[src/rtl/hsvr_pkg.sv]
package hsvr_pkg;

   localparam int ChanWidth = 8;
   localparam int PipeDepth = 4;

   // hue interpolation factors: 256/3 and 2*256/3
   localparam logic [7:0] ThirdScale    = 8'(256 / 3);
   localparam logic [7:0] TwoThirdScale = 8'((256 * 2) / 3);

   typedef enum logic [1:0] {
      CSR_STRONG_YELLOW = 2'd0,
      CSR_HALVE_GREEN   = 2'd1,
      CSR_GREEN_SCALE   = 2'd2
   } csr_index_type;

   typedef logic [ChanWidth-1:0] chan_type;

   // (i * (1 + s)) >> 8
   function automatic chan_type scale_byte(input chan_type i, input chan_type s);
      logic [15:0] prod;
      prod = 16'(i) * (16'(s) + 16'd1);
      return prod[15:8];
   endfunction

   // ((i * s) >> 8) + 1 when both nonzero
   function automatic chan_type scale_video(input chan_type i, input chan_type s);
      logic [15:0] prod;
      logic        bump;
      prod = 16'(i) * 16'(s);
      bump = (i != '0) && (s != '0);
      return prod[15:8] + chan_type'(bump);
   endfunction

endpackage

[src/rtl/hsv_to_rgb_rainbow.sv]
// Channel   Ports                                  Handshake
// --------  -------------------------------------  ----------------------------
// request   req_hue, req_saturation, req_brightness start high, busy low
// result    rsp_red, rsp_green, rsp_blue           rsp_valid, one cycle only
// config    csr_index, csr_wdata                   csr_we, no wait
//
// Four register stages; a request taken at one edge shows its result once it has
// passed all four, and a new request may enter on every cycle (busy stays low).
// Stage 1: hue map and the two self-scaling multiplies (desat, dim level).
// Stage 2: green halving and green video scaling.
// Stage 3: desaturation toward white.  Stage 4: value dimming.
// Synchronous reset clears the stage valid bits and the config registers.
// The receiver cannot stall, so the pipe never holds.
module hsv_to_rgb_rainbow (
   input  logic                 clock,
   input  logic                 reset,
   input  logic                 start,
   output logic                 busy,
   input  hsvr_pkg::chan_type   req_hue,
   input  hsvr_pkg::chan_type   req_saturation,
   input  hsvr_pkg::chan_type   req_brightness,
   output logic                 rsp_valid,
   output hsvr_pkg::chan_type   rsp_red,
   output hsvr_pkg::chan_type   rsp_green,
   output hsvr_pkg::chan_type   rsp_blue,
   input  logic                 csr_we,
   input  logic [1:0]           csr_index,
   input  hsvr_pkg::chan_type   csr_wdata
);
   import hsvr_pkg::*;

   // ---------------- config registers ----------------
   logic     strong_yellow_ff;
   logic     halve_green_ff;
   chan_type green_scale_ff;

   always_ff @(posedge clock) begin
      if (reset) begin
         strong_yellow_ff <= 1'b0;
         halve_green_ff   <= 1'b0;
         green_scale_ff   <= '0;
      end else if (csr_we) begin
         case (csr_index)
            CSR_STRONG_YELLOW: strong_yellow_ff <= csr_wdata[0];
            CSR_HALVE_GREEN:   halve_green_ff   <= csr_wdata[0];
            CSR_GREEN_SCALE:   green_scale_ff   <= csr_wdata;
            default: ;   // unmapped index, dropped
         endcase
      end
   end

   // pipeline never back-pressures
   assign busy = 1'b0;

   // ---------------- valid chain ----------------
   logic [PipeDepth-1:0] valid_ff;

   always_ff @(posedge clock) begin
      if (reset) begin
         valid_ff <= '0;
      end else begin
         valid_ff <= {valid_ff[PipeDepth-2:0], start};
      end
   end

   // ---------------- stage 1: hue map ----------------
   chan_type offset8;
   chan_type third;
   chan_type twothirds;
   chan_type r1_in, g1_in, b1_in;
   chan_type inv_sat;

   always_comb begin
      offset8   = {req_hue[4:0], 3'b000};
      third     = scale_byte(offset8, ThirdScale);
      twothirds = scale_byte(offset8, TwoThirdScale);
      inv_sat   = 8'd255 - req_saturation;
      r1_in = '0;
      g1_in = '0;
      b1_in = '0;
      unique case (req_hue[7:5])
         3'd0: begin
            r1_in = 8'd255 - third;
            g1_in = third;
         end
         3'd1: begin
            if (strong_yellow_ff) begin
               r1_in = 8'd170 + third;
               g1_in = 8'd85 + twothirds;
            end else begin
               r1_in = 8'd171;
               g1_in = 8'd85 + third;
            end
         end
         3'd2: begin
            if (strong_yellow_ff) begin
               r1_in = 8'd255 - offset8;
               g1_in = 8'd255;
            end else begin
               r1_in = 8'd171 - twothirds;
               g1_in = 8'd170 + third;
            end
         end
         3'd3: begin
            g1_in = 8'd255 - third;
            b1_in = third;
         end
         3'd4: begin
            g1_in = 8'd171 - twothirds;
            b1_in = 8'd85 + twothirds;
         end
         3'd5: begin
            r1_in = third;
            b1_in = 8'd255 - third;
         end
         3'd6: begin
            r1_in = 8'd85 + third;
            b1_in = 8'd171 - third;
         end
         3'd7: begin
            r1_in = 8'd170 + third;
            b1_in = 8'd85 - third;
         end
      endcase
   end

   chan_type r1_ff, g1_ff, b1_ff;
   chan_type desat1_ff;          // video(255-sat, 255-sat)
   chan_type dim1_ff;            // video(val, val)
   logic     sat_full1_ff, sat_zero1_ff, val_full1_ff;

   always_ff @(posedge clock) begin
      r1_ff        <= r1_in;
      g1_ff        <= g1_in;
      b1_ff        <= b1_in;
      desat1_ff    <= scale_video(inv_sat, inv_sat);
      dim1_ff      <= scale_video(req_brightness, req_brightness);
      sat_full1_ff <= (req_saturation == 8'd255);
      sat_zero1_ff <= (req_saturation == 8'd0);
      val_full1_ff <= (req_brightness == 8'd255);
   end

   // ---------------- stage 2: green adjust ----------------
   chan_type g_half;
   chan_type g2_in;

   always_comb begin
      g_half = halve_green_ff ? {1'b0, g1_ff[7:1]} : g1_ff;
      g2_in  = (green_scale_ff != '0) ? scale_video(g_half, green_scale_ff) : g_half;
   end

   chan_type r2_ff, g2_ff, b2_ff;
   chan_type desat2_ff, dim2_ff;
   logic     sat_full2_ff, sat_zero2_ff, val_full2_ff;

   always_ff @(posedge clock) begin
      r2_ff        <= r1_ff;
      g2_ff        <= g2_in;
      b2_ff        <= b1_ff;
      desat2_ff    <= desat1_ff;
      dim2_ff      <= dim1_ff;
      sat_full2_ff <= sat_full1_ff;
      sat_zero2_ff <= sat_zero1_ff;
      val_full2_ff <= val_full1_ff;
   end

   // ---------------- stage 3: desaturate ----------------
   chan_type keep;
   chan_type r3_in, g3_in, b3_in;

   always_comb begin
      keep = 8'd255 - desat2_ff;
      priority if (sat_full2_ff) begin
         r3_in = r2_ff;
         g3_in = g2_ff;
         b3_in = b2_ff;
      end else if (sat_zero2_ff) begin
         r3_in = 8'd255;
         g3_in = 8'd255;
         b3_in = 8'd255;
      end else begin
         // sum wraps at 8 bits
         r3_in = scale_byte(r2_ff, keep) + desat2_ff;
         g3_in = scale_byte(g2_ff, keep) + desat2_ff;
         b3_in = scale_byte(b2_ff, keep) + desat2_ff;
      end
   end

   chan_type r3_ff, g3_ff, b3_ff;
   chan_type dim3_ff;
   logic     val_full3_ff;

   always_ff @(posedge clock) begin
      r3_ff        <= r3_in;
      g3_ff        <= g3_in;
      b3_ff        <= b3_in;
      dim3_ff      <= dim2_ff;
      val_full3_ff <= val_full2_ff;
   end

   // ---------------- stage 4: dim ----------------
   chan_type r4_in, g4_in, b4_in;

   always_comb begin
      priority if (val_full3_ff) begin
         r4_in = r3_ff;
         g4_in = g3_ff;
         b4_in = b3_ff;
      end else if (dim3_ff == '0) begin
         r4_in = '0;
         g4_in = '0;
         b4_in = '0;
      end else begin
         r4_in = scale_byte(r3_ff, dim3_ff);
         g4_in = scale_byte(g3_ff, dim3_ff);
         b4_in = scale_byte(b3_ff, dim3_ff);
      end
   end

   chan_type r4_ff, g4_ff, b4_ff;

   always_ff @(posedge clock) begin
      r4_ff <= r4_in;
      g4_ff <= g4_in;
      b4_ff <= b4_in;
   end

   assign rsp_valid = valid_ff[PipeDepth-1];
   assign rsp_red   = r4_ff;
   assign rsp_green = g4_ff;
   assign rsp_blue  = b4_ff;

endmodule

[config.mk]
export PLATFORM = sky130hd
export DESIGN_NAME = hsv_to_rgb_rainbow
export DESIGN_NICKNAME = d
export VERILOG_FILES = /design/src/rtl/hsvr_pkg.sv /design/src/rtl/hsv_to_rgb_rainbow.sv
export SDC_FILE = /design/constraint.sdc
export NUM_CORES = 1
export LEC_CHECK = 0
export ABC_AREA = 1
export ABC_CLOCK_PERIOD_IN_PS = 6130
export BUFFER_PORTS_ARGS = -buffer_cell sky130_fd_sc_hd__buf_2
export CAP_MARGIN = 20
export CELL_PAD_IN_SITES_DETAIL_PLACEMENT = 0
export CELL_PAD_IN_SITES_GLOBAL_PLACEMENT = 1
export CORE_UTILIZATION = 44
export DETAILED_ROUTE_END_ITERATION = 16
export GPL_TIMING_DRIVEN = 0
export PLACE_DENSITY_LB_ADDON = 0.1
export SYNTH_ARGS = -nofsm -noshare
export SYNTH_HDL_FRONTEND = slang
export SYNTH_SLANG_ARGS = --single-unit
[constraint.sdc]
create_clock -name clock -period 6.13 [get_ports clock]
set_input_delay 0.9195 -clock clock [delete_from_list [all_inputs] [get_ports clock]]
set_output_delay 0.9195 -clock clock [all_outputs]
set_load 0.03 [all_outputs]
# Word level (Yosys, flattened, before mapping)

Index checks and enable logic that the tools add are counted.

Add/subtract/negate cells: 18
Reduce and logical (&&, ||, !) cells: 12
Equal/unequal tests: 11
Multiplexer cells: 21
$mul: 11

Operators by type and width:

| kind                                               | count |
|---|---|
| two-way mux 8 bit                                  | 18 |
| case mux 8 bit (5 select lines)                    | 2 |
| multiplier 8 x 16 -> 16 bit                        | 4 |
| multiplier 8 x 8 -> 16 bit                         | 3 |
| case mux 8 bit (6 select lines)                    | 1 |
| multiplier 8 x 9 -> 16 bit                         | 2 |
| nonzero test 8 bit                                 | 4 |
| subtractor 8 bit (first input constant)            | 4 |
| adder 8 x 1 -> 8 bit                               | 3 |
| adder 8 bit                                        | 3 |
| adder 8 x 1 -> 9 bit (second input constant)       | 2 |
| == test 8 bit (second input constant)              | 2 |
| zero test 8 bit                                    | 2 |
| subtractor 8 x 7 -> 8 bit (first input constant)   | 2 |
| multiplier 5 x 8 -> 13 bit (second input constant) | 1 |
| == test 3 bit (second input constant)              | 4 |
| multiplier 5 x 6 -> 11 bit (second input constant) | 1 |
| adder 7 x 7 -> 8 bit (first input constant)        | 1 |
| adder 7 x 8 -> 8 bit (first input constant)        | 1 |
| adder 8 x 7 -> 8 bit (first input constant)        | 1 |
| subtractor 7 x 7 -> 8 bit (first input constant)   | 1 |
| == test 3 x 2 -> 1 bit (second input constant)     | 2 |
| AND reduction 2 bit                                | 3 |
| == test 3 x 1 -> 1 bit (second input constant)     | 1 |
| 5 further kinds                                    | 5 |

Register bits after elaboration: 157
Logic and storage cells: 101
Bits of input ports: 38

# Depth between registers and ports, before layout

Gate-level depths: netlist (run 1).

Depth after elaboration: 6
Mapped depth: 35

# Least setup slack after synthesis (run 1)

No wires, ideal clock.

Path type: reg-to-reg
From: reg desat2_ff[1]
To: reg g3_ff[7]
Setup time: 0.113 ns
Data required time: 6.017 ns
Data arrival time: 6.248 ns
Period minus slack after synthesis: 6.361 ns
Cell stages (with the launch flop): 32
Path slack: -0.231 ns
Path through: dfxtp_1 inv_1 ha_1 nor3b_2 or2_2 nand2_1 clkbuf_1 nor2_1 fa_1 fa_1 fa_1 inv_1 fa_1 inv_1 ha_1 nand2_1 nor2_1 inv_1 nor3_1 nor2_1 o21ai_0 xor2_1 ha_1 nand2_1 a21oi_1 a211oi_1 o31ai_1 or2_2 nand3_1 nand2_1 o21ai_1 inv_1

Longest elaborated chain between the ends: 6

Ends and longest elaborated chain:

| what                        | line                      | RTL |
|---|---|---|
| start, declared             | hsv_to_rgb_rainbow.sv:153 | `chan_type desat2_ff, dim2_ff;` |
| start signal, assigned      | hsv_to_rgb_rainbow.sv:160 | `desat2_ff <= desat1_ff;` |
| subtractor 8 bit            | hsv_to_rgb_rainbow.sv:172 | `keep = 8'd255 - desat2_ff;` |
| adder 8 x 1 -> 9 bit        | hsvr_pkg.sv:21            | `prod = 16'(i) * (16'(s) + 16'd1);` |
| multiplier 8 x 16 -> 16 bit | hsvr_pkg.sv:21            |  |
| adder 8 bit (*)             | hsv_to_rgb_rainbow.sv:184 | `g3_in = scale_byte(g2_ff, keep) + desat2_ff;` |
| two-way mux 8 bit (*)       | hsv_to_rgb_rainbow.sv:177 | `end else if (sat_zero2_ff) begin` |
| two-way mux 8 bit (*)       | hsv_to_rgb_rainbow.sv:173 | `priority if (sat_full2_ff) begin` |
| net g3_in[7]                | hsv_to_rgb_rainbow.sv:169 | `chan_type r3_in, g3_in, b3_in;` |
| end signal, assigned        | hsv_to_rgb_rainbow.sv:195 | `g3_ff <= g3_in;` |
| end, declared               | hsv_to_rgb_rainbow.sv:189 | `chan_type r3_ff, g3_ff, b3_ff;` |

The timed path passes the listed nets; every way through them passes the cells marked *.
A chain may end at the register's enable or synchronous reset.

# Worst setup path in the final report (run 1)

From: reg desat2_ff[0]
To: reg g3_ff[7]

The elaborated chain is that of the path after synthesis.

==> results of run 1 <==
==> through the flow <==
step                      utilization, %  setup TNS [ns]  hold WS [ns]  area, sq um  setup WS [ns]
after CTS                           49.6          -0.607         0.327        28700         -0.229
after floorplan                        -               0         0.310        25900        0.00920
final                               51.4          -0.774         0.323        29700         -0.245
after global placement              46.8          -20.65         0.310        27100          -1.72
after global routing                51.4           -2.47         0.324        29700         -0.508
after detailed placement            46.8          -19.98         0.312        27100          -1.75
==> routing by layer <==
metal | vias to the layer above | global-route usage (%) | share of wire (%)
met5 | - | 0 | 0
met4 | 0 | 6.12 | 2.1
met3 | 90 | 2.85 | 4.8
met2 | 557 | 41.4 | 47
met1 | 10923 | 34.4 | 46
li1 | 10990 | - | -
==> worst register-to-register path: cells and delay by family (launching register included) <==
family	cells	cell delay, ns
adder cells (fa/ha/maj)	7	2.73
AND/OR/NAND/NOR	10	1.38
AO/OA/AOI/OAI	9	1.21
buffers and inverters	5	0.46
flip-flops	1	0.40
XOR/XNOR	1	0.16
==> path summary, 6_finish.rpt <==
path | endpoint
worst min-delay path | desat2_ff[2]$_DFF_P_
worst min register to register | desat2_ff[2]$_DFF_P_
worst max-delay path | g3_ff[7]$_DFF_P_
worst max register to register | g3_ff[7]$_DFF_P_
==> placed cells by master (no fill, tap or decap), types with 40 or more instances in the layout <==
master / n
o21ai_0: 62
fa_1: 324
ha_1: 316
inv_1: 721
nor2_1: 388
buf_4: 78
nand2_2: 40
dfxtp_1: 153
nand3_1: 118
nand2_1: 655
xor2_1: 57
buf_2: 58
a21oi_1: 129
==> area by class of cell <==
class | count | area [sq um] | share of cell area, %
clock inverters | 15 | 211 | 0.711
plain buffers | 64 | 422 | 1.42
inverters | 761 | 2900 | 9.75
repair buffers | 142 | 1030 | 3.48
flip-flops and latches | 157 | 3160 | 10.6
multi-input cells | 2483 | 20600 | 69.4
well taps | 765 | 957 | 3.22
clock buffers | 17 | 425 | 1.43
==> cell families (layout without fill, tap and decap cells) <==
kind of cell	count (synthesis)	count (layout)	synth area share [%]
fa+ha+maj	672	672	42.2
simple gates	1353	1353	21.9
flops	157	157	12.2
other cells	1	2	0.0145
compound gates	352	352	7.86
buf+inv	830	999	12.3
xor+xnor	104	104	3.66
==> what timing repair did <==
item / 4_1_cts / 5_1_grt
pin swaps: 70 / 126
setup endpoints to repair: 25 / 23
setup buffers: 49 / 38
cloned: 0 / 1
endpoints found under the hold margin: 0 / 0
resized for setup: 142 / 169
==> results by group, run 1 <==
Floorplan
  • Row cnt: 88
  • Die area: 0.0597 sq mm
  • Core area: approximately 0.058 sq mm
  • Die Y: ~240 um
  • Die X: roughly 240 um
  • Top-level I/O count: between 60 and 70
  • Starting density of the core: between 40% and 50%

Timing
  • Peak Freq: roughly 0.16 GHz
  • Fin crit share: 104%
  • Rel. slew slack: 31.3%
  • RSZ-0062 raised after global routing: true
  • Clock skew: 0.0120 ns
  • Final Hold Viols: 0
  • Slew @ Worst Pin: 1.02 ns
  • Final Max Tran Viols: 0
  • Final setup viols: 5
  • Final worst slack: -0.245 ns
  • Tmin final: between 6 and 7 ns

Route
  • Vias: 22560
  • Drt initial violations: roughly 1400
  • TritonRoute pass-1 iters: 5
  • Routed wire length: 72.6 mm
  • Drt via density: 5.12
  • Avg WL per Cell: between 15 and 20 um
  • DRC viols: 0
  • Post-route ant nets: 0

Placed design
  • Placed insts: ~4300
  • I/O Buffers: 53
  • GP Congestion: between 0.9 and 1
  • Post-DP HPWL: around 59 mm

Global routing
  • First-pass GRT wire length: 119 mm
  • Largest net degree at the start of global routing: 21
  • GRT overflow: 0
  • Gr usage total: about a quarter
  • Vias in the first global route: 22972
  • Initial antenna violation count: 0

Critical path
  • Cell family with most CP delay: adder cells
  • FF-to-FF Start: desat2_ff[0]$_DFF_P_
  • Crit path max-delay cell type: fa_1
  • Startpoint types: register
  • WP depth: 32
  • CP Launch Point: desat2_ff[0]$_DFF_P_
  • Crit path buffers/inverters: 5
  • Kind of critical path: register to register
  • Crit-path max cell delay: about 0.53 ns
  • Worst Path Arrival: between 6 and 7 ns
  • Worst r2r path cells: 32
  • R2R setup slack: -0.24 ns
  • Crit end category: register
  • Required time worst endpoint: between 6 and 7 ns
  • Max Fanout on Critical Path: 5

Clocking
  • Skew-Pair Late Insertion Delay: around 0.46 ns
  • Clk sink count: between 150 and 200
  • TritonCTS clock tree: built
  • Clock-pin slew on the worst setup and hold paths: approximately 0.08 ns
  • Clock root cell: clkbuf_16
  • Max Root-Sink Buffers: 2
  • Total CTS buffers: 17
  • Hold buffer count at CTS: 0
  • H-tree depth: 4

Logic synthesis
  • Synth unique cells: between 50 and 60
  • Synth top area share: approximately a quarter
  • Post-Synthesis Cells: about 3500
  • Count leader, synth: inv_1
  • Top cells by count, synth: inv_1, nand2_1, nor2_1
  • Ys flop type: dfxtp_1
  • Synth area leaders: fa_1, ha_1, dfxtp_1
  • Register bit count reported by yosys: 157
  • Yosys Warn Count: 0
  • Ys async rst share: 0%
  • Area leader, netlist: fa_1
  • Seq/Total Area, Yosys: roughly an eighth
  • Synth Cell Area: between 0.02 and 0.03 sq mm
  • Avg Cell Area, Syn: approximately 7.4 sq um
  • Number of synthesized flops with an enable pin: 0

Run status
  • Status: finished with violations
  • Failing checks: setup timing

Worst hold path
  • Hold path cells: 0
  • Min-delay worst type: register to register
  • Hold path start: desat1_ff[2]$_DFF_P_

Finish
  • Non-filler cells, final: between 4000 and 5000
  • Share of cells above drive strength 1: 12.9%
  • Filler instances: 5656
  • Final Net Count: 4336
  • Area grow syn2layout: 15.1%
  • Number of diodes: 0

Flow run
  • Max_cap viols: 0
Power of run 1 is left out: the tool's default activity adds up to more than one toggle a clock period on the data nets, which glitch-free logic cannot reach.
==> inputs of run 2 (changes only) <==
--- a/config.mk
+++ b/config.mk
@@ -7,7 +7,7 @@
 export LEC_CHECK = 0
 export ABC_AREA = 1
 export ABC_CLOCK_PERIOD_IN_PS = 6130
-export BUFFER_PORTS_ARGS = -buffer_cell sky130_fd_sc_hd__buf_2
+export BUFFER_PORTS_ARGS = -buffer_cell sky130_fd_sc_hd__clkbuf_2
 export CAP_MARGIN = 20
 export CELL_PAD_IN_SITES_DETAIL_PLACEMENT = 0
 export CELL_PAD_IN_SITES_GLOBAL_PLACEMENT = 1
==> results by group, run 2 (same netlist as run 1, synthesis figures left out) <==
Run status
  • Status: finished with violations
  • Failing checks: setup timing

Clocking
  • Max Root-Sink Buffers: 2 (unchanged)
  • Skew-Pair Late Insertion Delay: 0.46 ns (about the same)
  • TritonCTS clock tree: built
  • Clk sink count: 157 (unchanged)
  • Clock-pin slew on the worst setup and hold paths: 0.07 ns (about the same)
  • Total CTS buffers: 17 (unchanged)
  • Clock root cell: clkbuf_16
  • H-tree depth: 4 (unchanged)

Global routing
  • Vias in the first global route: 23119 (+0.64%)
  • First-pass GRT wire length: 120 mm (+1.2%)
  • GRT overflow: 0 (unchanged)
  • Initial antenna violation count: 0 (unchanged)
  • Largest net degree at the start of global routing: 20 (-4.8%)
  • Gr usage total: 25.2% (+0.27 points)

Critical path
  • Required time worst endpoint: 6.47 ns (-0.07 ns)
  • Crit path max-delay cell type: fa_2
  • Crit end category: register
  • Crit path buffers/inverters: 8 (+3)
  • Crit-path max cell delay: 0.56 ns (+0.03 ns)
  • Kind of critical path: register to register
  • Cell family with most CP delay: adder cells
  • Max Fanout on Critical Path: 7 (+2)
  • Startpoint types: register
  • Worst Path Arrival: 6.71 ns (-0.07 ns)

Timing
  • Fin crit share: 104% (-0.11 points)
  • Final Hold Viols: 0 (unchanged)
  • Rel. slew slack: 30.0% (-1.3 points)
  • Slew @ Worst Pin: 1.04 ns (+0.0197 ns)
  • RSZ-0062 raised after global routing: true
  • Final setup viols: 9 (+4)
  • Tmin final: 6.37 ns (-0.00665 ns)
  • Clock skew: 0.0148 ns (+0.00283 ns)
  • Final worst slack: -0.238 ns (+0.00665 ns)
  • Final Max Tran Viols: 0 (unchanged)
  • Peak Freq: 0.157 GHz (+0.10%)

Finish
  • Commonest non-fill, non-tap cell in the layout: inv_1
  • Final Net Count: 4386 (+1.2%)
  • Filler instances: 5638 (-0.32%)
  • Non-filler cells, final: 4454 (+1.1%)
  • Area grow syn2layout: 16.4%
  • Number of diodes: 0 (unchanged)
  • Most frequent cells in the layout: inv_1, nand2_1, nor2_1, fa_1, ha_1
  • Share of cells above drive strength 1: 13.9% (+1.0 points)

Floorplan
  • Die area: 0.0597 sq mm (unchanged)
  • Core area: 0.0578 sq mm (unchanged)
  • Top-level I/O count: 64 (unchanged)
  • Die X: 244 um (unchanged)
  • Die Y: 244 um (unchanged)
  • Row cnt: 88 (unchanged)
  • Starting density of the core: 44.7% (unchanged)

Worst hold path
  • Min-delay worst type: register to register

Route
  • Avg WL per Cell: 16.5 um (about the same)
  • DRC viols: 0 (unchanged)
  • Drt initial violations: 1318 (-6.4%)
  • Routed wire length: 73.5 mm (+1.2%)
  • Vias: 22747 (+0.83%)
  • Drt via density: 5.11 (-0.30%)
  • Post-route ant nets: 0 (unchanged)
  • TritonRoute pass-1 iters: 6 (+1)

Flow run
  • Max_cap viols: 0 (unchanged)

Placed design
  • I/O Buffers: 53 (unchanged)
  • Post-DP HPWL: 58.2 mm (-1.1%)
  • GP Congestion: 0.920 (+0.16%)
  • Placed insts: 4289 (unchanged)
-- run 2: path summary, 6_finish.rpt --
| kind | start | slack, ns | to | cells past startpoint |
|---|---|---|---|---|
| min | dim2_ff[0]$_DFF_P_ | 0.32 | dim3_ff[0]$_DFF_P_ | 0 |
| max | desat2_ff[0]$_DFF_P_ | -0.24 | g3_ff[7]$_DFF_P_ | 31 |
| max reg2reg | desat2_ff[0]$_DFF_P_ | -0.24 | g3_ff[7]$_DFF_P_ | 31 |
| min reg2reg | dim2_ff[0]$_DFF_P_ | 0.32 | dim3_ff[0]$_DFF_P_ | 0 |
-- run 2: final cells by class --
class	instances	area (sq um)	share of cell area [%]
Sequential cell	157	3160	10.5
Buffer	65	404	1.34
Tap cell	765	957	3.18
Timing Repair Buffer	191	1370	4.55
Inverter	761	2900	9.63
Clock inverter	14	190	0.633
Multi-Input combinational cell	2483	20700	68.7
Clock buffer	18	429	1.43
-- run 2: what timing repair did --
action	CTS	global route
setup buffers	108	37
endpoints found under the setup margin	26	24
hold buffers	0	0
pin swaps	96	112
gates cloned	2	0
resized for setup	169	134
-- run 2: through the flow --
step | hold WS (ns) | setup WS [ns] | utilization, % | setup TNS [ns] | cell area (sq um)
2_1_floorplan | 0.310 | 0.00920 | - | 0 | 25900
3_3_place_gp | 0.310 | -1.49 | 46.8 | -20.87 | 27100
3_5_place_dp | 0.312 | -1.50 | 46.8 | -20.47 | 27100
4_1_cts | 0.319 | -0.160 | 50.6 | -0.487 | 29300
5_1_grt | 0.317 | -0.498 | 52.0 | -3.54 | 30100
6_report | 0.320 | -0.238 | 52.0 | -1.49 | 30100
-- run 2: layer usage --
| layer | global-route usage (%) | share of wire (%) |
|---|---|---|
| met1 | 34.6 | 46 |
| met2 | 41.3 | 46 |
| met3 | 3.42 | 5.3 |
| met4 | 7.04 | 2.6 |
| met5 | 0 | 0 |
Power of run 2 is left out for the same reason.
==> inputs of run 3 (changes only) <==
--- a/config.mk
+++ b/config.mk
@@ -5,13 +5,13 @@
 export SDC_FILE = /design/constraint.sdc
 export NUM_CORES = 1
 export LEC_CHECK = 0
-export ABC_AREA = 1
+export ABC_AREA = 0
 export ABC_CLOCK_PERIOD_IN_PS = 6130
 export BUFFER_PORTS_ARGS = -buffer_cell sky130_fd_sc_hd__clkbuf_2
 export CAP_MARGIN = 20
 export CELL_PAD_IN_SITES_DETAIL_PLACEMENT = 0
 export CELL_PAD_IN_SITES_GLOBAL_PLACEMENT = 1
-export CORE_UTILIZATION = 44
+export CORE_UTILIZATION = 46
 export DETAILED_ROUTE_END_ITERATION = 16
 export GPL_TIMING_DRIVEN = 0
 export PLACE_DENSITY_LB_ADDON = 0.1
==> results by group, run 3 <==
Logic synthesis
  • Ys flop type: dfxtp_1
  • Avg Cell Area, Syn: 8.80 sq um (+18%)
  • Top cells by count, synth: inv_1, ha_1, fa_1
  • Synth Cell Area: 0.0250 sq mm (-3.1%)
  • Synth unique cells: 84 (+50%)
  • Synth area leaders: fa_1, ha_1, dfxtp_1
  • Area leader, netlist: fa_1
  • Synth top area share: 26.5% (+0.81 points)
  • Register bit count reported by yosys: 157 (unchanged)
  • Seq/Total Area, Yosys: 12.5% (+0.38 points)
  • Ys async rst share: 0% (unchanged)
  • Count leader, synth: inv_1
  • Post-Synthesis Cells: 2847 (-18%)
  • Yosys Warn Count: 0 (unchanged)
  • Number of synthesized flops with an enable pin: 0 (unchanged)

Placed design
  • I/O Buffers: 54 (+1.9%)
  • Post-DP HPWL: 52.6 mm (-9.7%)
  • Placed inst area: 0.0262 sq mm (-3.2%)
  • GP Congestion: 0.921 (about the same)

Timing
  • Slew @ Worst Pin: 0.988 ns (-0.0513 ns)
  • Final setup viols: 1 (-8)
  • Clock skew: 0.0106 ns (-0.00425 ns)
  • Rel. slew slack: 33.9% (+3.9 points)
  • Peak Freq: 0.163 GHz (+3.6%)
  • Fin crit share: 100% (-3.7 points)
  • Final worst slack: -0.0139 ns (+0.224 ns)
  • Final Max Tran Viols: 0 (unchanged)
  • RSZ-0062 raised after global routing: true
  • Final Hold Viols: 0 (unchanged)
  • Tmin final: 6.14 ns (-0.224 ns)

Clocking
  • H-tree depth: 4 (unchanged)
  • Clk sink count: 157 (unchanged)
  • Skew-Pair Late Insertion Delay: 0.47 ns (about the same)
  • Total CTS buffers: 17 (unchanged)
  • Hold buffer count at CTS: 0 (unchanged)
  • Clock root cell: clkbuf_16
  • Max Root-Sink Buffers: 2 (unchanged)
  • Clock-pin slew on the worst setup and hold paths: 0.07 ns (about the same)
  • TritonCTS clock tree: built

Route
  • Post-route ant nets: 0 (unchanged)
  • DRC viols: 0 (unchanged)
  • Avg WL per Cell: 18.1 um (+9.5%)
  • Drt initial violations: 970 (-26%)
  • Drt via density: 5.31 (+4.0%)
  • Vias: 19652 (-14%)
  • TritonRoute pass-1 iters: 5 (-1)
  • Routed wire length: 66.8 mm (-9.0%)

Run status
  • Status: finished with violations
  • Failing checks: setup timing

Global routing
  • Initial antenna violation count: 1 (+1)
  • Gr usage total: 24.9% (-0.24 points)
  • First-pass GRT wire length: 109 mm (-9.3%)
  • Largest net degree at the start of global routing: 17 (-15%)
  • Vias in the first global route: 20317 (-12%)
  • GRT overflow: 0 (unchanged)

Finish
  • Design Area, Final: 0.0282 sq mm (-6.2%)
  • Commonest non-fill, non-tap cell in the layout: inv_1
  • Number of diodes: 0 (unchanged)
  • Filler instances: 5060 (-10%)
  • Fin util: 52.4% (+0.41 points)
  • Area of the multi-input gates: 0.0204 sq mm (-1.2%)
  • Most frequent cells in the layout: inv_1, ha_1, fa_1, and2_1, nand2_1
  • Sequential cell area: 0.00317 sq mm (+0.52%)
  • Final Net Count: 3701 (-16%)
  • Share of cells above drive strength 1: 11.3% (-2.6 points)
  • Area grow syn2layout: 12.6%

Floorplan
  • Starting density of the core: 46.5% (+1.9 points)
  • Die X: 235 um (-3.7%)
  • Row cnt: 85 (-3.4%)
  • Core area: 0.0538 sq mm (-6.9%)
  • Die area: 0.0554 sq mm (-7.2%)
  • Die Y: 235 um (-3.7%)
  • Top-level I/O count: 64 (unchanged)

Critical path
  • Required time worst endpoint: 6.47 ns (about the same)
  • Kind of critical path: register to register
  • Worst r2r path cells: 25 (-19%)
  • Crit end category: register
  • Startpoint types: register
  • Worst Path Arrival: 6.48 ns (-0.23 ns)
  • Max Fanout on Critical Path: 10 (+3)

Worst hold path
  • Min-delay worst type: register to register
  • Hold path cells: 0 (unchanged)

Flow run
  • Max_cap viols: 0 (unchanged)
run 3: changes by cell type after synthesis, sizes merged, moves of 20 or more:
cell and delta:
a22o +22, xnor2 +87, o22ai -35, nor2 -297
nand2 -431, and2 +285, a21oi -56, mux2i +20
nand3 -100, nor2b +40, inv -331, clkbuf +59
run 3: metrics by stage:
stage	std cells	hold WS, ns	TNS, ns	worst slack [ns]
2_1_floorplan	2848	0.310	0	0.000413
3_3_place_gp	3598	0.310	-23.20	-1.47
3_5_place_dp	3599	0.312	-25.09	-1.49
4_1_cts	3671	0.324	-0.0714	-0.0714
5_1_grt	3700	0.330	-1.11	-0.352
6_report	3700	0.323	-0.0139	-0.0139
run 3: area by class of cell:
cell class	count	area share, %
multi-input combinational	2132	72.4
sequential	157	11.2
inverter	431	5.74
tap	696	3.09
timing repair buffer	125	2.94
buffer	127	2.43
clock buffer	18	1.56
clock inverter	14	0.612
run 3: worst max-delay path: stages (launching register included):
cell and delay [ns]:
dfxtp_4 0.42, buf_8 0.15, nor3_4 0.05, xnor2_2 0.27, clkbuf_8 0.22, buf_12 0.12, nand2_1 0.08, fa_1 0.51
fa_1 0.50, inv_1 0.07, fa_1 0.52, fa_1 0.50, ha_1 0.34, a31oi_4 0.22, nor2b_1 0.08, o21a_1 0.19
o41a_1 0.35, a21o_1 0.23, a21oi_2 0.15, xnor2_1 0.13, ha_1 0.28, a21oi_2 0.13, o21ai_1 0.09, xnor2_1 0.19
xnor2_1 0.13, a31oi_1 0.09
run 3: routing by layer:
metal	routed length [um]	part of all wire [%]	vias to the layer above	GRT usage (%)
met5	0	0	-	0
met4	1860	2.8	0	7.70
met3	2450	3.7	92	3.27
met2	32200	48	406	42.6
met1	30400	45	9749	32.8
li1	-	-	9405	-
run 3: logic make-up after synthesis:
group	after synthesis	share of synthesized area [%]
AO/OA/AOI/OAI	358	9.56
XOR/XNOR	182	6.48
AND/OR/NAND/NOR	881	17.9
adder cells (fa/ha/maj)	676	43.7
other	1	0.0150
multiplexers	33	1.40
buffers and inverters	559	8.43
flip-flops	157	12.5
run 3: worst paths after layout:
kind	start	end	slack, ns
setup / recovery	desat2_ff[0]$_DFF_P_	g3_ff[7]$_DFF_P_	-0.01
hold / removal	desat1_ff[3]$_DFF_P_	desat2_ff[3]$_DFF_P_	0.32
setup reg to reg	desat2_ff[0]$_DFF_P_	g3_ff[7]$_DFF_P_	-0.01
hold reg to reg	desat1_ff[3]$_DFF_P_	desat2_ff[3]$_DFF_P_	0.32
run 3: repair_timing:
item	4_1_cts	5_1_grt
endpoints found under the setup margin	39	20
buffers inserted	41	29
gates resized for setup	131	109
gates cloned	0	1
pin swaps	27	54
Power of run 3 is left out for the same reason.
